==> config.mk <==
export PLATFORM = sky130hd
export DESIGN_NAME = playback_position_timeline
export DESIGN_NICKNAME = d
export VERILOG_FILES = /design/src/rtl/ppt_pkg.sv /design/src/rtl/playback_position_timeline.sv
export VERILOG_INCLUDE_DIRS = /design/src /design/src/rtl
export SDC_FILE = /design/constraint.sdc
export NUM_CORES = 2
export LEC_CHECK = 0
export ABC_AREA = 0
export CAP_MARGIN = 20
export CORE_MARGIN = 2
export CORE_UTILIZATION = 44
export CTS_BUF_LIST = sky130_fd_sc_hd__clkbuf_16
export CTS_CLUSTER_SIZE = 12
export DETAILED_ROUTE_END_ITERATION = 16
export DONT_BUFFER_PORTS = 1
export PLACE_DENSITY = 0.66
export SLEW_MARGIN = 20
export SYNTH_ARGS = -nofsm -noshare
export SYNTH_HDL_FRONTEND = slang
export SYNTH_SLANG_ARGS = --single-unit
export TNS_END_PERCENT = 10
==> constraint.sdc <==
create_clock -name clk -period 9.4 [get_ports clk]
set_input_delay 0.47 -clock clk [delete_from_list [all_inputs] [get_ports clk]]
set_output_delay 0.47 -clock clk [all_outputs]
set_load 0.005 [all_outputs]
==> src/rtl/assert_macros.svh <==
// Assertion helpers shared by the RTL
`ifndef ASSERT_MACROS_SVH
`define ASSERT_MACROS_SVH

// Same-cycle implication, checked outside reset
`define ASSERT_NOW(label, ante, cons, msg) \
	label: assert property (@(posedge clk) disable iff (!arst_n) (ante) |-> (cons)) \
		else $error(msg);

// Next-cycle implication, checked outside reset
`define ASSERT_NEXT(label, ante, cons, msg) \
	label: assert property (@(posedge clk) disable iff (!arst_n) (ante) |=> (cons)) \
		else $error(msg);

`endif

==> src/rtl/ppt_pkg.sv <==
package ppt_pkg;

	// Command codes
	typedef enum logic [2:0] {
		CMD_TICK     = 3'd0,
		CMD_SET_TIME = 3'd1,
		CMD_CHAPTER  = 3'd2,
		CMD_ARM_LOOP = 3'd3,
		CMD_CANCEL   = 3'd4,
		CMD_TAKE     = 3'd5,
		CMD_REWIND   = 3'd6,
		CMD_NONE     = 3'd7
	} cmd_t;

	// Configuration register indexes
	localparam logic [1:0] REG_LOOP_ENABLE  = 2'd0;
	localparam logic [1:0] REG_REVERSE      = 2'd1;
	localparam logic [1:0] REG_PAUSED       = 2'd2;
	localparam logic [1:0] REG_TOTAL        = 2'd3;

	// Tick arithmetic: 32-bit time plus sign and carry
	localparam int NEXT_W    = 34;
	localparam int DIV_STEPS = NEXT_W;
	localparam int CNT_W     = $clog2(DIV_STEPS);

	typedef enum logic [2:0] {
		S_IDLE,
		S_EXEC,
		S_TAKE,
		S_CROSS,
		S_ABS,
		S_DIV,
		S_WRAP,
		S_DONE
	} state_t;

endpackage

==> src/rtl/playback_position_timeline.sv <==
// Requests pass S_IDLE, S_EXEC and S_DONE for non-tick commands and ticks with no effect;
// ticks that move or clamp also pass S_TAKE and S_CROSS, and a looping wrap adds S_ABS,
// S_DIV (34-step remainder unit) and S_WRAP. One request at a time; in_stall is high until
// the result is loaded. Request latch, scratch and result data are not reset.
// The result register lets the next request in while a result waits.
// Reset (arst_n low): sequencer, config, timeline state, marks and out_valid clear to zero.
`include "assert_macros.svh"

module playback_position_timeline (
	input  logic        clk,
	input  logic        arst_n,
	// configuration write port
	input  logic        cfg_write,
	input  logic [1:0]  cfg_index,
	input  logic [31:0] cfg_data,
	// request channel
	input  logic        in_valid,
	output logic        in_stall,
	input  logic [2:0]  command,
	input  logic [31:0] amount,
	input  logic [31:0] range_start,
	input  logic [31:0] range_end,
	input  logic        follow_on,
	// result channel
	output logic        out_valid,
	input  logic        out_stall,
	output logic [31:0] position,
	output logic        finished,
	output logic        completion_taken,
	output logic        cancelled_flag,
	output logic        loop_armed
);
	import ppt_pkg::*;

	// configuration
	logic        loop_en_q;
	logic        reverse_q;
	logic        paused_q;
	logic [31:0] total_q;

	// timeline state
	logic [31:0] ct_q;
	logic [31:0] ws_q;
	logic [31:0] we_q;
	logic [31:0] ls_q;
	logic [31:0] le_q;
	logic        lp_q;
	logic        done_q;
	logic        compl_q;
	logic        cancel_q;

	// request latch and scratch
	cmd_t               cmd_q;
	logic [31:0]        amt_q;
	logic [31:0]        rs_q;
	logic [31:0]        re_q;
	logic               follow_q;
	logic               taken_q;
	logic signed [NEXT_W-1:0] next_q;
	logic [NEXT_W-1:0]  num_q;
	logic               neg_q;
	logic [31:0]        len_q;
	logic [31:0]        rem_q;
	logic [CNT_W-1:0]   cnt_q;

	// result register
	logic        out_valid_q;
	logic [31:0] pos_q;
	logic        fin_q;
	logic        took_q;
	logic        canc_q;
	logic        armed_q;

	state_t state_q, state_d;

	logic accept;
	logic out_free;
	logic tick_idle;
	logic take_loop;
	logic crossed;
	logic [31:0] win_len;
	logic wrap_ok;
	logic signed [NEXT_W-1:0] fwd_off;
	logic [NEXT_W-1:0] rev_dist;
	logic [32:0] trial;
	logic [31:0] rem_d;

	assign accept   = in_valid && !in_stall;
	assign in_stall = (state_q != S_IDLE);
	assign out_free = !out_valid_q || !out_stall;

	// tick decode terms
	assign tick_idle = paused_q || done_q || cancel_q || (amt_q == '0);
	assign take_loop = lp_q && (reverse_q ?
		(next_q <= $signed({2'b00, le_q})) :
		(next_q >= $signed({2'b00, ls_q})));
	assign crossed = reverse_q ? (next_q < $signed({2'b00, ws_q})) :
		(next_q > $signed({2'b00, we_q}));
	assign win_len  = we_q - ws_q;
	assign wrap_ok  = loop_en_q && (win_len != '0);
	assign fwd_off  = next_q - $signed({2'b00, ws_q});
	assign rev_dist = {2'b00, amt_q} + {2'b00, ws_q} - {2'b00, ct_q};

	// restoring remainder step: shift in one dividend bit, subtract if it fits
	always_comb begin
		trial = {rem_q, num_q[NEXT_W-1]};
		if (trial >= {1'b0, len_q}) begin
			rem_d = 32'(trial - {1'b0, len_q});
		end else begin
			rem_d = trial[31:0];
		end
	end

	// sequencer state register
	always_ff @(posedge clk or negedge arst_n) begin
		if (!arst_n) begin
			state_q <= S_IDLE;
		end else begin
			state_q <= state_d;
		end
	end

	// next state
	always_comb begin
		state_d = state_q;
		case (state_q)
			S_IDLE: begin
				if (accept) state_d = S_EXEC;
			end
			S_EXEC: begin
				if (cmd_q == CMD_TICK && !tick_idle) state_d = S_TAKE;
				else state_d = S_DONE;
			end
			S_TAKE: state_d = S_CROSS;
			S_CROSS: begin
				if (crossed && wrap_ok) state_d = S_ABS;
				else state_d = S_DONE;
			end
			S_ABS: state_d = S_DIV;
			S_DIV: begin
				if (cnt_q == CNT_W'(DIV_STEPS - 1)) state_d = S_WRAP;
			end
			S_WRAP: state_d = S_DONE;
			S_DONE: begin
				if (out_free) state_d = S_IDLE;
			end
			default: state_d = S_IDLE;
		endcase
	end

	// configuration registers
	always_ff @(posedge clk or negedge arst_n) begin
		if (!arst_n) begin
			loop_en_q <= 1'b0;
			reverse_q <= 1'b0;
			paused_q  <= 1'b0;
			total_q   <= '0;
		end else if (cfg_write) begin
			case (cfg_index)
				REG_LOOP_ENABLE: loop_en_q <= cfg_data[0];
				REG_REVERSE:     reverse_q <= cfg_data[0];
				REG_PAUSED:      paused_q  <= cfg_data[0];
				REG_TOTAL:       total_q   <= cfg_data;
				default: ;
			endcase
		end
	end

	// timeline state updates
	always_ff @(posedge clk or negedge arst_n) begin
		if (!arst_n) begin
			ct_q     <= '0;
			ws_q     <= '0;
			we_q     <= '0;
			ls_q     <= '0;
			le_q     <= '0;
			lp_q     <= 1'b0;
			done_q   <= 1'b0;
			compl_q  <= 1'b0;
			cancel_q <= 1'b0;
		end else begin
			case (state_q)
				S_EXEC: begin
					case (cmd_q)
						CMD_SET_TIME: begin
							ct_q     <= amt_q;
							done_q   <= 1'b0;
							compl_q  <= 1'b0;
							cancel_q <= 1'b0;
						end
						CMD_CHAPTER: begin
							ct_q     <= reverse_q ? re_q : rs_q;
							ws_q     <= follow_q ? '0 : rs_q;
							we_q     <= follow_q ? total_q : re_q;
							done_q   <= 1'b0;
							compl_q  <= 1'b0;
							cancel_q <= 1'b0;
						end
						CMD_ARM_LOOP: begin
							ls_q <= rs_q;
							le_q <= re_q;
							lp_q <= 1'b1;
						end
						CMD_CANCEL: begin
							cancel_q <= 1'b1;
							compl_q  <= 1'b0;
							done_q   <= 1'b0;
						end
						CMD_TAKE: compl_q <= 1'b0;
						CMD_REWIND: begin
							ct_q     <= '0;
							ws_q     <= '0;
							we_q     <= total_q;
							ls_q     <= '0;
							le_q     <= '0;
							lp_q     <= 1'b0;
							done_q   <= 1'b0;
							compl_q  <= 1'b0;
							cancel_q <= 1'b0;
						end
						default: ;
					endcase
				end
				// pending loop window takes over once reached
				S_TAKE: begin
					if (take_loop) begin
						ws_q <= ls_q;
						we_q <= le_q;
						lp_q <= 1'b0;
					end
				end
				// edge check: move, clamp, or hand off to the wrap path
				S_CROSS: begin
					if (!crossed) begin
						ct_q <= next_q[31:0];
					end else if (!wrap_ok) begin
						ct_q <= reverse_q ? ws_q : we_q;
						if (!loop_en_q) begin
							done_q  <= 1'b1;
							compl_q <= 1'b1;
						end
					end
				end
				S_WRAP: begin
					if (reverse_q) ct_q <= we_q - rem_q;
					else if (neg_q) ct_q <= ws_q - rem_q;
					else ct_q <= ws_q + rem_q;
				end
				default: ;
			endcase
		end
	end

	// request latch and arithmetic scratch
	always_ff @(posedge clk) begin
		if (accept) begin
			cmd_q    <= cmd_t'(command);
			amt_q    <= amount;
			rs_q     <= range_start;
			re_q     <= range_end;
			follow_q <= follow_on;
		end
		case (state_q)
			S_EXEC: begin
				taken_q <= (cmd_q == CMD_TAKE) && compl_q;
				if (reverse_q) next_q <= $signed({2'b00, ct_q} - {2'b00, amt_q});
				else next_q <= $signed({2'b00, ct_q} + {2'b00, amt_q});
			end
			S_CROSS: begin
				len_q <= win_len;
				rem_q <= '0;
				cnt_q <= '0;
				if (reverse_q) begin
					num_q <= rev_dist;
					neg_q <= 1'b0;
				end else begin
					num_q <= fwd_off;
					neg_q <= fwd_off[NEXT_W-1];
				end
			end
			S_ABS: begin
				if (neg_q) num_q <= -num_q;
			end
			S_DIV: begin
				rem_q <= rem_d;
				num_q <= {num_q[NEXT_W-2:0], 1'b0};
				cnt_q <= cnt_q + 1'b1;
			end
			default: ;
		endcase
	end

	// result register
	always_ff @(posedge clk or negedge arst_n) begin
		if (!arst_n) begin
			out_valid_q <= 1'b0;
		end else if (state_q == S_DONE && out_free) begin
			out_valid_q <= 1'b1;
		end else if (!out_stall) begin
			out_valid_q <= 1'b0;
		end
	end

	always_ff @(posedge clk) begin
		if (state_q == S_DONE && out_free) begin
			pos_q   <= ct_q;
			fin_q   <= done_q;
			took_q  <= taken_q;
			canc_q  <= cancel_q;
			armed_q <= lp_q;
		end
	end

	assign out_valid        = out_valid_q;
	assign position         = pos_q;
	assign finished         = fin_q;
	assign completion_taken = took_q;
	assign cancelled_flag   = canc_q;
	assign loop_armed       = armed_q;

	// checks
	`ASSERT_NOW(a_rem_below_len, (state_q == S_DIV && cnt_q != '0), (rem_q < len_q), "remainder not below window length")
	`ASSERT_NOW(a_marks_exclusive, 1'b1, !(done_q && cancel_q), "done and cancel marks both set")
	`ASSERT_NEXT(a_accept_exec, accept, (state_q == S_EXEC), "accepted request not executed")
	`ASSERT_NOW(a_result_source, $rose(out_valid_q), ($past(state_q) == S_DONE), "result raised outside result load")

endmodule
==> flow_summary.yaml <==
sta:
  slew_viol_final: 0
  setup_viol: 0
  worst_slack_ns: 3.93
  finalCriticalPeriod_ns: 5.47
  max_clock_freq_ghz: 0.183
  fin_skew_ns: 0.0244
  fin_crit_sh: 0.582
  hold_viol_final: 0
  fin_hold_ws_ns: 0.0379
  rsz0062_at_grt: "no"
  tns_ns: 0
  tightest_slew_ns: 1.10
  slew_headroom: 0.259
logic_synthesis:
  ys_ff_latch: 479
  yosys-top-cells-count: "inv_1, a21oi_1, nor2_1"
  synth-async-reset-ratio: 0.424
  syn_nets: 4829
  synth_top_area_cell: "edfxtp_1"
  synth.distinct_cells: 84
  synthesis.area_um2: 38400
  yosys-top-cells-area: "edfxtp_1, dfrtp_1, ha_1"
  synth-edff-count: 276
  synth_most_common_cell: "inv_1"
  synth_flop_cell: "edfxtp_1"
  postSynthCellCount: 4297
  syn_area_per_cell_um2: 8.93
  yosysWarnings: 0
  synth_top_area_share: 0.216
  ys_seq_area_frac: 0.348
routing:
  routed_wl_um: 133000
  drc_errors: 0
  vias_per_cell: 6.00
  wl_per_cell_um: 24.0
  drt_iter0_drc: 3378
  drt_first_pass_iters: 8
  num_vias: 33400
  drtAntennaViolNets: 0
cts:
  cts_buffers: 52
  cts_root_buf: "clkbuf_16"
  cts_sinks: 479
  clkTransAtPathRegs_ns: 0.06
  cts_resized: 0
  clk_path_buf_depth: 3
  clock_latency_ns: 0.64
  htree_levels: 2
  cts_tree: "done"
floorplan:
  start_util: 0.443
  dieHeight_um: 299
  rows: 108
  dieArea_um2: 89600
  core_area_um2: 86600
  die_w_um: 299
  num_io_pins: 177
pwr:
  p_leak_nw: 18.2
  vdd_drop_max_uv: 216
  power_density_nw_per_um2: 440
setup_path:
  start_kind: "register"
  critPathBufInv: 0
  r2r-start: "rem_q[6]"
  timing.critical_path.mode_cell: "a21o_1"
  cp.required_ns: 9.93
  crit_start: "rem_q[6]"
  cp_max_fo: 6
  slowest_delay_ns: 0.55
  crit_family: "simple AND/OR/NAND/NOR gates"
  path_cells: "or3_1 -> nor3_1 -> nor2b_1 -> and2_1 -> nand3_1 -> or4_1 -> nor2b_1 -> xnor2_1 -> ha_1 -> a21o_1 -> a21o_1 -> a21o_1 -> a21o_1 -> a21o_1 -> a221oi_1 -> xor2_1 -> o22ai_1 -> a211o_1 -> mux2_4"
  setup.worst_path.end_class: "register"
  worstPathArrival_ns: 5.99
  cp_slowest_cell: "nor3_1"
  crit_type: "reg -> reg"
global_routing:
  gr-total-overflow: 0
  grt_pass1_wl_um: 198000
  first_global_vias: 31900
  antenna_found_initial: 1
  grt_max_degree: 204
  grt_usage: 0.291
place:
  io_buffers: 0
  place_ws_ns: 4.01
  hpwl_um: 104000
  place.gp.congestion: 0.979
  placed_area_um2: 39600
finish:
  drive_gt1_frac: 0.0578
  n_antenna_cell: 0
  nFillCells: 7985
  finalNetCount: 4897
  area_growth_pct: 11.0
  fin_area_um2: 42600
  final_core_utilization: 0.492
outcome:
  status: "completed"
min_path:
  min_from: "in_valid"
  hp-class: "in -> reg"
job:
  drv_cap: 0
## placed cells by master, fill, tap and decap left out, types with 19 or more instances in the layout
| master | n |
|---|---|
| fa_1 | 39 |
| nor2b_1 | 38 |
| xor2_1 | 70 |
| o21bai_1 | 33 |
| inv_1 | 406 |
| edfxtp_1 | 276 |
| ha_1 | 354 |
| o21ai_0 | 344 |
| dlygate4sd3_1 | 134 |
| dfrtp_1 | 202 |
| nand4_1 | 34 |
| nand3_1 | 86 |
| o22ai_1 | 42 |
| nor4_1 | 35 |
| clkbuf_16 | 53 |
| o21a_1 | 45 |
| xnor2_1 | 141 |
| and3_1 | 29 |
| a21o_1 | 110 |
| buf_4 | 39 |
| mux2i_1 | 145 |
| and2_1 | 19 |
| nand2b_1 | 46 |
| a211oi_1 | 71 |
| nor3_1 | 68 |
| o31ai_1 | 19 |
| nand2_1 | 338 |
| mux2_2 | 73 |
| a21oi_1 | 372 |
| nor2_1 | 366 |
| o211ai_1 | 36 |
| a31oi_1 | 46 |
| or3_1 | 24 |
| mux2_4 | 26 |
## logic make-up after synthesis
| family | after synthesis | share of synthesized area |
|---|---|---|
| mux | 244 | 0.0694 |
| flops | 479 | 0.348 |
| compound gates | 1283 | 0.207 |
| fa+ha+maj | 393 | 0.136 |
| xor+xnor | 211 | 0.0481 |
| buf+inv | 549 | 0.0554 |
| simple gates | 1138 | 0.136 |
## state kept, by name, indices dropped and copies added, names as in the netlist, 3 cells and up
signal and count:
amt_q 32, ct_q 32, len_q 32, rs_q 32
cnt_q 6, total_q 32, ls_q 32, position 32
next_q 34, rem_q 32, we_q 32, le_q 32
cmd_q 3, re_q 32, ws_q 32, state_q 3
num_q 34
## worst paths after layout
path / slack [ns] / cells past startpoint / endpoint
max: 3.93 / 19 / ct_q[28]
min: 0.04 / 2 / state_q[0]
max reg2reg: 3.93 / 19 / ct_q[28]
min reg2reg: 0.45 / 0 / completion_taken
max in group asynchronous: 7.98 / 3 / total_q[3]
min in group asynchronous: 0.44 / 2 / total_q[29]
## through the flow
| step | power (W) | instances |
|---|---|---|
| global placement | 0.0162 | 5330 |
| detailed placement | 0.0163 | 5330 |
| floorplan | 0.0130 | 4297 |
| finish | 0.0187 | 5564 |
| CTS | 0.0185 | 5563 |
| global route | 0.0202 | 5564 |
## power breakdown
group	leakage [nW]	total (W)	internal, W	switching, W
clock	0.880	0.00202	0.00111	0.000914
combinational	12.2	0.0122	0.00486	0.00737
sequential	5.11	0.00448	0.00333	0.00115
total	18.2	0.0187	0.00929	0.00943
## final cells by class
type / instances / area, µm² / share of cell area
Multi-Input combinational cell: 3269 / 23000 / 0.540
Sequential cell: 479 / 13400 / 0.314
Timing Repair Buffer: 175 / 1690 / 0.0397
Inverter: 388 / 1460 / 0.0342
Tap cell: 1155 / 1450 / 0.0339
Clock buffer: 53 / 1330 / 0.0311
Clock inverter: 45 / 310 / 0.00728
## repair_timing
item | 4_1_cts | 5_1_grt
setup buffers | 0 | 0
hold buffers | 135 | 0
hold endpoints to repair | 339 | 0
## worst reg2reg max path, stage by stage (launching register included)
cell,delay (ns)
edfxtp_1,0.47
or3_1,0.46
nor3_1,0.55
nor2b_1,0.31
and2_1,0.27
nand3_1,0.13
or4_1,0.43
nor2b_1,0.16
xnor2_1,0.16
ha_1,0.36
a21o_1,0.18
a21o_1,0.17
a21o_1,0.18
a21o_1,0.18
a21o_1,0.17
a221oi_1,0.36
xor2_1,0.19
o22ai_1,0.10
a211o_1,0.29
mux2_4,0.25
## layer usage
metal  track usage  part of all wire  vias to the layer above  wire [µm]
li1              -                 -                    15700          -
met1         0.416              0.44                    16100      58400
met2         0.444              0.43                     1402      57700
met3        0.0451             0.087                      177      11600
met4         0.112             0.043                        0       5740
met5             0                 0                        -          0
(Power assumes the default switching activity.)
